==> config.mk <==
export PLATFORM = sky130hd
export DESIGN_NAME = cdchk_cell
export DESIGN_NICKNAME = d
export VERILOG_FILES = /design/src/rtl/cdchk_pkg.sv /design/src/rtl/cdchk_cell.sv
export SDC_FILE = /design/constraint.sdc
export NUM_CORES = 1
export LEC_CHECK = 0
export BUFFER_PORTS_ARGS = -buffer_cell sky130_fd_sc_hd__buf_2
export CORE_AREA = 5 5 166 168
export CTS_CLUSTER_SIZE = 8
export DETAILED_ROUTE_END_ITERATION = 16
export DIE_AREA = 0 0 171 173
export PLACE_DENSITY = 0.66
export SLEW_MARGIN = 25
export SYNTH_ARGS = -nofsm -noshare
export SYNTH_HDL_FRONTEND = slang
export SYNTH_SLANG_ARGS = --single-unit
==> constraint.sdc <==
create_clock -name clk -period 4.45 [get_ports clk]
set_clock_uncertainty 0.05 [all_clocks]
set_input_delay 0.89 -clock clk [delete_from_list [all_inputs] [get_ports clk]]
set_output_delay 0.89 -clock clk [all_outputs]
set_load 0.1 [all_outputs]
==> src/rtl/cdchk_pkg.sv <==
package cdchk_pkg;

	localparam int DEPTH       = 64;
	localparam int VALUE_WIDTH = 32;
	localparam int CNT_W       = $clog2(DEPTH + 1);

	typedef logic signed [VALUE_WIDTH-1:0] value_t;

	// request opcodes
	typedef enum logic [1:0] {
		MODE_PUSH = 2'd0,
		MODE_POP  = 2'd1,
		MODE_END  = 2'd2
	} mode_e;

	typedef enum logic [2:0] {
		VERDICT_NONE   = 3'd0,
		VERDICT_STACK  = 3'd1,
		VERDICT_QUEUE  = 3'd2,
		VERDICT_MIN_PQ = 3'd3,
		VERDICT_MAX_PQ = 3'd4,
		VERDICT_UNSURE = 3'd5
	} verdict_e;

	// positions in the mask of disciplines
	localparam int BIT_STACK  = 0;
	localparam int BIT_QUEUE  = 1;
	localparam int BIT_MIN_PQ = 2;
	localparam int BIT_MAX_PQ = 3;

	typedef struct packed {
		logic [1:0] mode;
		value_t     value;
	} cmd_t;

	typedef struct packed {
		verdict_e   verdict;
		logic [3:0] possible_mask;
		logic       overflow;
	} res_t;

	// broadcast to every cell
	typedef struct packed {
		logic             push;
		logic             pop;
		value_t           value;
		logic [CNT_W-1:0] count;
	} cell_ctl_t;

	// what a cell shows to its neighbors
	typedef struct packed {
		value_t stk;
		value_t que;
		value_t mn;
		value_t mx;
		logic   mn_before;
		logic   mx_before;
	} cell_link_t;

	localparam cell_link_t LINK_NONE = '0;

	function automatic verdict_e verdict_of(input logic [3:0] mask);
		verdict_e v;
		v = VERDICT_NONE;
		if ($countones(mask) > 1)
			v = VERDICT_UNSURE;
		else if (mask[BIT_STACK])
			v = VERDICT_STACK;
		else if (mask[BIT_QUEUE])
			v = VERDICT_QUEUE;
		else if (mask[BIT_MIN_PQ])
			v = VERDICT_MIN_PQ;
		else if (mask[BIT_MAX_PQ])
			v = VERDICT_MAX_PQ;
		return v;
	endfunction

endpackage

==> src/rtl/cdchk_cell.sv <==
module cdchk_cell
	import cdchk_pkg::*;
(
	input  logic             clk,
	input  cell_ctl_t        ctl,
	input  logic [CNT_W-1:0] idx,
	input  cell_link_t       from_prev,
	input  cell_link_t       from_next,
	output cell_link_t       link
);

	value_t stk_q;
	value_t que_q;
	value_t mn_q;
	value_t mx_q;

	logic below;
	logic at;
	logic mn_before;
	logic mx_before;

	// locate this cell against the fill level and the new value
	assign below     = idx < ctl.count;
	assign at        = idx == ctl.count;
	assign mn_before = below & (ctl.value < mn_q);
	assign mx_before = below & (mx_q < ctl.value);

	assign link.stk       = stk_q;
	assign link.que       = que_q;
	assign link.mn        = mn_q;
	assign link.mx        = mx_q;
	assign link.mn_before = mn_before;
	assign link.mx_before = mx_before;

	// push: shift stack down, append queue, insert into sorted chains
	// pop: advance every chain one cell toward the head
	always_ff @(posedge clk) begin
		if (ctl.push) begin
			stk_q <= (idx == '0) ? ctl.value : from_prev.stk;
			if (at)
				que_q <= ctl.value;
			if (mn_before || at)
				mn_q <= from_prev.mn_before ? from_prev.mn : ctl.value;
			if (mx_before || at)
				mx_q <= from_prev.mx_before ? from_prev.mx : ctl.value;
		end else if (ctl.pop) begin
			stk_q <= from_next.stk;
			que_q <= from_next.que;
			mn_q  <= from_next.mn;
			mx_q  <= from_next.mx;
		end
	end

endmodule

Yosys cells after proc, flatten, opt, wreduce, memory -nomap -nowiden
Cells that the tools add are included.
{ "word_totals": {"reg_bits": 128, "output_inout_bits": 130, "inputBits": 309, "elab_cells": 34} }
{ "op_classes": {"bitwise_logic": 2, "n_reduce_logical": 7, "n_eq_ne": 4, "n_mux": 14, "magnitude_cmp": 3} }
{ "op_table": {"columns": ["operator", "n"], "rows": [
  ["32-bit two-way mux", 14],
  ["32-bit less-than comparator", 2],
  ["7-bit == test", 1],
  ["7-bit logical NOT", 1],
  ["7-bit less-than comparator", 1],
  ["2-bit by 1-bit inequality test with 1-bit output, second input constant", 3],
  ["2-bit AND reduction", 3],
  ["1-bit bitwise AND", 2],
  ["1-bit logical OR", 2],
  ["2-bit nonzero test", 1]
]} }

Logic depth before layout (Yosys ltp)
Gate-level depths: netlist of run 1.
{ "logic_depth": {"ltp_word": 5, "mapped_depth": 10, "depth_no_buf": 9} }

Worst setup path before layout of run 1
OpenSTA, ideal clock, no wires.
{ "synth_timing": {"kind": "input -> register", "from": "in ctl[40] (netlist bit)", "to": "reg mn_q[0] (enable)", "arrival_ps": 3731, "setup_ps": 390, "required_ps": 4010, "path_buffers": 1, "stages": 5, "path_slack_ps": 280, "path_cell_list": "clkbuf_1 -> nor2_1 -> inv_1 -> and2_1 -> or3_1"} }
{ "synth_via": {"elab_chain_len": 2, "elab_cells_between_ends": 3, "classes_between": "eq/ne: 1; reduce/logical: 2"} }
{ "synth_lines": {"columns": ["element", "line", "rtl"], "rows": [
  ["from (decl)", "cdchk_cell.sv:5", "input cell_ctl_t ctl,"],
  ["2-bit by 1-bit inequality test with 1-bit output (no line) / 2-bit nonzero test (equally long branches)", null, null],
  ["2-bit AND reduction (no line) (*)", null, null],
  ["to (signal assigned)", "cdchk_cell.sv:43", "mn_q <= from_prev.mn_before ? from_prev.mn : ctl.value;"],
  ["to (signal assigned)", "cdchk_cell.sv:49", "mn_q <= from_next.mn;"],
  ["to (decl)", "cdchk_cell.sv:14", "value_t mn_q;"]
]} }
Mark *: on every way between the ends. The rest lies on a longest branch, timed or not.
A chain may end at the register's enable or synchronous reset.

==> flow_summary.ini, run 1 <==
[routing]
drc = 0
viasPerCell = 4.885
num_vias = 7450
routed_wl_microns = 29810
first_pass_iters = 5
drtIter0Drc = 372
ant_nets = 0
routedWlPerCell_microns = 19.55

[synth]
yosys_warnings = 0
ys_seq_elements = 128
netlist_area_sq_um = 7949
ys_seq_area_share_pct = 48.36
syn-num-nets = 1159
synth_cell_types = 41
syn_area_per_cell_sq_um = 10.18
postSynthCellCount = 781

[outcome]
status = completed

[pwr]
combinationalPowerShare_pct = 37.9
p_switching_uw = 2115
powerDensity_nw_per_um2 = 451.4
leakage_uw = 0.005301
pwr-share-seq_pct = 31.6
netSwitchingFraction_pct = 42.63
p_clk_share_pct = 30.5
ir_drop_uv = 210.5
p_int_uw = 2846

[clocking]
postCtsSetupBuffers = 0
cts_tree = built
insertion_delay_ps = 420
cts_hold_buffers = 0
cts_made_buffers = 17
postCtsResizedCells = 0
cts_sinks = 128
cts-root-buf = clkbuf_16
h-tree-depth = 4
cts_buffer_depth = 2
path_clk_slew_ps = 70

[hold_path]
worstHoldEndpoint = que_q[2]
min_from = from_next[68]
min_path_cells = 2
hp-class = input port to flop

[timing]
fin_crit_sh_pct = 91.68
slew_violations = 0
setup_viol = 0
fmax_ghz = 0.2451
finalHoldViolCount = 0
setup_tns_ps = 0
tightest_slew_ps = 1028
final.min_clock_period_ps = 4080
rsz0062_at_grt = false
max_slew_margin_pct = 31.47

[finish]
num_antenna_cells = 0
area_growth_pct = 38.28
final_util_pct = 42.66
final_common_cell = buf_2
nets = 1555
final_cell_mix = buf_2, a21oi_1, nor2_1
drive_gt1_share_pct = 40.67

[worst_setup_path]
start_kind = input port
cpMaxStageDelayCell = a211oi_1
critical_path_arrival_ps = 3140
slowest_delay_ps = 410
crit_type = input port to output pin
cp-end-kind = output pin
ff2ff_setup_slack_ps = 1490
crit_path_cell_trace = buf_2, inv_1, ha_1, a2111oi_0, and3b_1, nor4b_2, o21ai_1, a211oi_1, buf_12
worstPathRequired_ps = 3510
cp_max_fo = 5
r2r-start = mx_q[1]
r2r_cells = 8
rr_endpoint = mx_q[3]

[placement]
gp_congestion = 0.8712
dp_hpwl_microns = 24030
io_buffers = 404

[global_routing]
grt_usage_pct = 19.32
grt_pass1_wl_microns = 43550
antenna_found_initial = 2
grt_max_degree = 81
overflow = 0
grt_pass1_vias = 7555

[floorplan]
start_util_pct = 30.85
fp-row-count = 59
die_y_microns = 173
die_w_microns = 171
io_pins = 439
coreArea_sq_um = 25760
dieArea_sq_um = 29580

[job]
maxCapViolations = 0
through the flow:
step | total power (uW) | setup WS, ps | cells | hold WS (ps) | cell area, sq um
3_3_place_gp | 3458 | 357.0 | 1493 | 1141 | 10380
3_5_place_dp | 3478 | 392.5 | 1493 | 1145 | 10380
4_1_cts | 5000 | 372.6 | 1525 | 703.3 | 10990
2_1_floorplan | 3023 | 279.5 | 781 | 1060 | 7949
5_1_grt | 5147 | 157.7 | 1525 | 709.1 | 10990
6_report | 4961 | 370.3 | 1525 | 720.1 | 10990
logic make-up (layout without fill, tap and decap cells):
group	Yosys count	in the layout	share of synthesized area, %
simple gates	194	194	10.51
compound gates	181	181	12.10
flops	128	128	48.36
buf+inv	111	520	5.336
mux	97	97	12.72
fa+ha+maj	69	69	10.86
xor+xnor	1	1	0.1102
synth_stat cells:
cell type,instances,area (sq um)
o211ai_1,2,15.01
nor4b_2,1,15.01
or3_1,2,12.51
ha_1,69,863.3
mux2i_1,65,650.6
nor2_1,139,521.8
nand4_1,8,50.05
a211o_1,2,17.52
o221ai_1,1,8.760
xor2_1,1,8.760
o31a_1,1,8.760
o21a_1,1,7.510
nor3_1,4,20.02
inv_1,70,262.8
nor2b_1,3,18.77
a21oi_1,151,755.7
o21ai_1,1,5.000
buf_1,8,30.03
a21boi_0,1,7.510
a221oi_1,1,8.760
a2111oi_0,1,8.760
edfxtp_1,128,3844
and4bb_1,1,12.51
a221o_1,1,10.01
a211oi_1,2,15.01
nor4_1,5,31.28
and4_1,2,17.52
nand3_1,5,25.02
and3b_1,1,8.760
a21oi_2,1,8.760
and2_0,1,6.260
o21ai_0,10,50.05
and2_1,1,6.260
buf_4,2,15.01
mux2_2,32,360.4
a31oi_1,2,12.51
a21o_1,3,22.52
nand2_1,17,63.81
nand3b_1,1,7.510
clkbuf_1,31,116.4
nand2b_1,3,18.77
sequential cells by signal, summed over array words and instances (netlist names):
signal and cells:
stk_q 32, mx_q 32, que_q 32, mn_q 32
final cells by class:
class | count | area, sq um
inverters | 70 | 262.8
clock buffers | 18 | 429.2
clock inverters | 14 | 187.7
multi-input cells | 542 | 3686
repair buffers | 418 | 2163
flip-flops and latches | 128 | 3844
fillers | 2537 | 14770
well taps | 335 | 419.2
worst max-delay path: cells and delay by family:
family	cells	cell delay (ps)
and+or+nand+nor	2	600
buffers and inverters	3	520
adders and majority gates	1	250
AOI/OAI and AO/OA	3	870
power by group through the flow:
stage          Combinational [uW]  Clock, uW  Sequential [uW]
2_1_floorplan                 435          0             2590
3_3_place_gp                 1870          0             1590
3_5_place_dp                 1880          0             1590
4_1_cts                      1890       1540             1570
5_1_grt                      1980       1590             1580
6_report                     1880       1510             1570
layer usage:
metal  global-route usage [%]  part of all wire (%)  up-vias
met2                    31.52                    47      292
met4                    5.381                   2.1        4
met1                    25.75                    44     3510
met3                    4.406                   7.3       40
li1                         -                     -     3604
met5                        0                 0.070        -
worst max path at each step:
| stage | slack (ps) | depth (start not counted) | from | endpoint |
|---|---|---|---|---|
| after floorplan | 280 | 5 | ctl[40] | mn_q[0] |
| after global placement | 360 | 9 | ctl[10] | link[0] |
| after detailed placement | 390 | 9 | ctl[10] | link[0] |
| after CTS | 370 | 9 | ctl[10] | link[0] |
| after global routing | 160 | 9 | ctl[10] | link[0] |
| final | 370 | 9 | ctl[10] | link[0] |
No activity file was read; power rests on OpenSTA's default activity.
==> run 2: changes to the inputs <==
Settings changed: SLEW_MARGIN 25 to default.
Clock period 4.45 ns to 4 ns, I/O delays scaled along.
==> run 2 against run 1 <==
Against the previous run:
- worst hold slack worse by 87 ps
- first-iteration DRC count up 5.9%
- register-to-register slack worse by 470 ps
- sequential power grew 11%
- sequential share of layout area is 0.36 points lower
- wire length is 1.5% higher
- clock power rose by 7%
- critical path type unchanged
- via count hardly changed
- cell count increased by 1.1%
==> flow_summary.ini, run 2 (synthesis results as in run 1) <==
[finish]
stdcell_count = 1542
final_cell_mix = buf_2, a21oi_1, nor2_1
final_util_pct = 43.11
nets = 1570
n_fill_cell = 2576
drive_gt1_share_pct = 41.61
final_common_cell = buf_2
area_growth_pct = 39.73

[global_routing]
grt_max_degree = 76
grt_usage_pct = 19.77
antenna_found_initial = 3
grt_pass1_vias = 7528
grt_pass1_wl_microns = 44450
overflow = 0

[worst_setup_path]
cp_max_fo = 3
crit_type = input port to output pin
start_kind = input port
ff2ff_setup_slack_ps = 1020
cp-end-kind = output pin
rr_endpoint = mn_q[0]
r2r-start = mn_q[2]
r2r_cells = 10
critical_path_arrival_ps = 3050
worstPathRequired_ps = 3150

[floorplan]
dieArea_sq_um = 29580
fp-row-count = 59
die_w_microns = 171
coreArea_sq_um = 25760
die_y_microns = 173
io_pins = 439
start_util_pct = 30.85

[placement]
placedCellCount = 1508
io_buffers = 404
place_ws_ps = 77.78
dp_hpwl_microns = 24690
gp_congestion = 0.8919

[timing]
final.min_clock_period_ps = 3899
max_slew_margin_pct = 30.52
slew_violations = 0
setup_tns_ps = 0
tightest_slew_ps = 1042
fin_crit_sh_pct = 97.48
setup_viol = 0
hold_ws_ps = 633.1
finalHoldViolCount = 0
post-route-worst-setup-slack_ps = 100.7
rsz0062_at_grt = false
fmax_ghz = 0.2565

[pwr]
leakage_uw = 0.005367
ir_drop_uv = 235.2
powerDensity_nw_per_um2 = 491.4

[routing]
routedWlPerCell_microns = 19.62
viasPerCell = 4.835
drc = 0
num_vias = 7456
ant_nets = 0
first_pass_iters = 5
drtIter0Drc = 394
routed_wl_microns = 30260

[clocking]
insertion_delay_ps = 420
cts_made_buffers = 17
path_clk_slew_ps = 60
cts_sinks = 128
cts_tree = built
cts-root-buf = clkbuf_16
cts_buffer_depth = 2
h-tree-depth = 4

[hold_path]
hp-class = input port to flop
worstHoldEndpoint = que_q[14]
min_path_cells = 2
min_from = from_next[80]

[job]
maxCapViolations = 0

[outcome]
status = completed
==> run 2: cell types whose count changed in the layout (fill, tap and decap cells not counted), sizes merged <==
cell    previous run  this run
inv               73        71
diode              0         3
clkbuf            18        17
buf              418       433
clkinv             5         8
bufinv             4         3
==> run 2: layout make-up <==
type	instances	area, sq um	area share (%)
clock inverters	14	167.7	1.510
inverters	70	262.8	2.366
repair buffers	433	2288	20.60
well taps	335	419.2	3.774
diodes	3	7.507	0.06759
flip-flops and latches	128	3844	34.61
multi-input cells	542	3692	33.24
clock buffers	17	425.4	3.830
==> run 2: worst max path at each step <==
stage	startpoint	cells past startpoint	slack, ps	endpoint
3_5_place_dp	ctl[8]	10	80	link[0]
5_1_grt	ctl[8]	10	10	link[0]
3_3_place_gp	ctl[9]	10	110	link[0]
6_report	ctl[8]	10	100	link[0]
4_1_cts	ctl[8]	10	60	link[0]
2_1_floorplan	ctl[40]	5	230	mn_q[0]
==> run 2: layer usage <==
layer / vias up / global-route usage, % / share of wire (%)
met5: - / 0 / 0
met4: 0 / 5.348 / 1.7
met3: 30 / 4.087 / 6.5
met2: 265 / 31.98 / 48
met1: 3527 / 26.91 / 44
li1: 3634 / - / -
==> run 2: timing repair <==
action | CTS | global route
buffers inserted | 0 | 0
hold buffers | 0 | 0
resized for setup | 0 | 1
hold endpoints to repair | 0 | 0
setup endpoints to repair | 0 | 1
==> run 2: power by group <==
group	internal, uW	switching [uW]
registers	1680	67.0
logic	455	1650
clock network	977	630
==> run 2: worst max-delay path, stage by stage <==
cell and delay, ps:
buf_2 90, inv_1 50, ha_1 290, a2111oi_0 450
and3b_1 240, nor4b_2 240, buf_4 160, o21ai_1 90
a211oi_1 400, buf_12 230
==> run 2: per-stage QoR <==
stage	total power [uW]	area, sq um
after CTS	5500	11090
after floorplan	3363	7950
after global routing	5680	11110
final	5458	11110
after detailed placement	3891	10500
after global placement	3864	10500
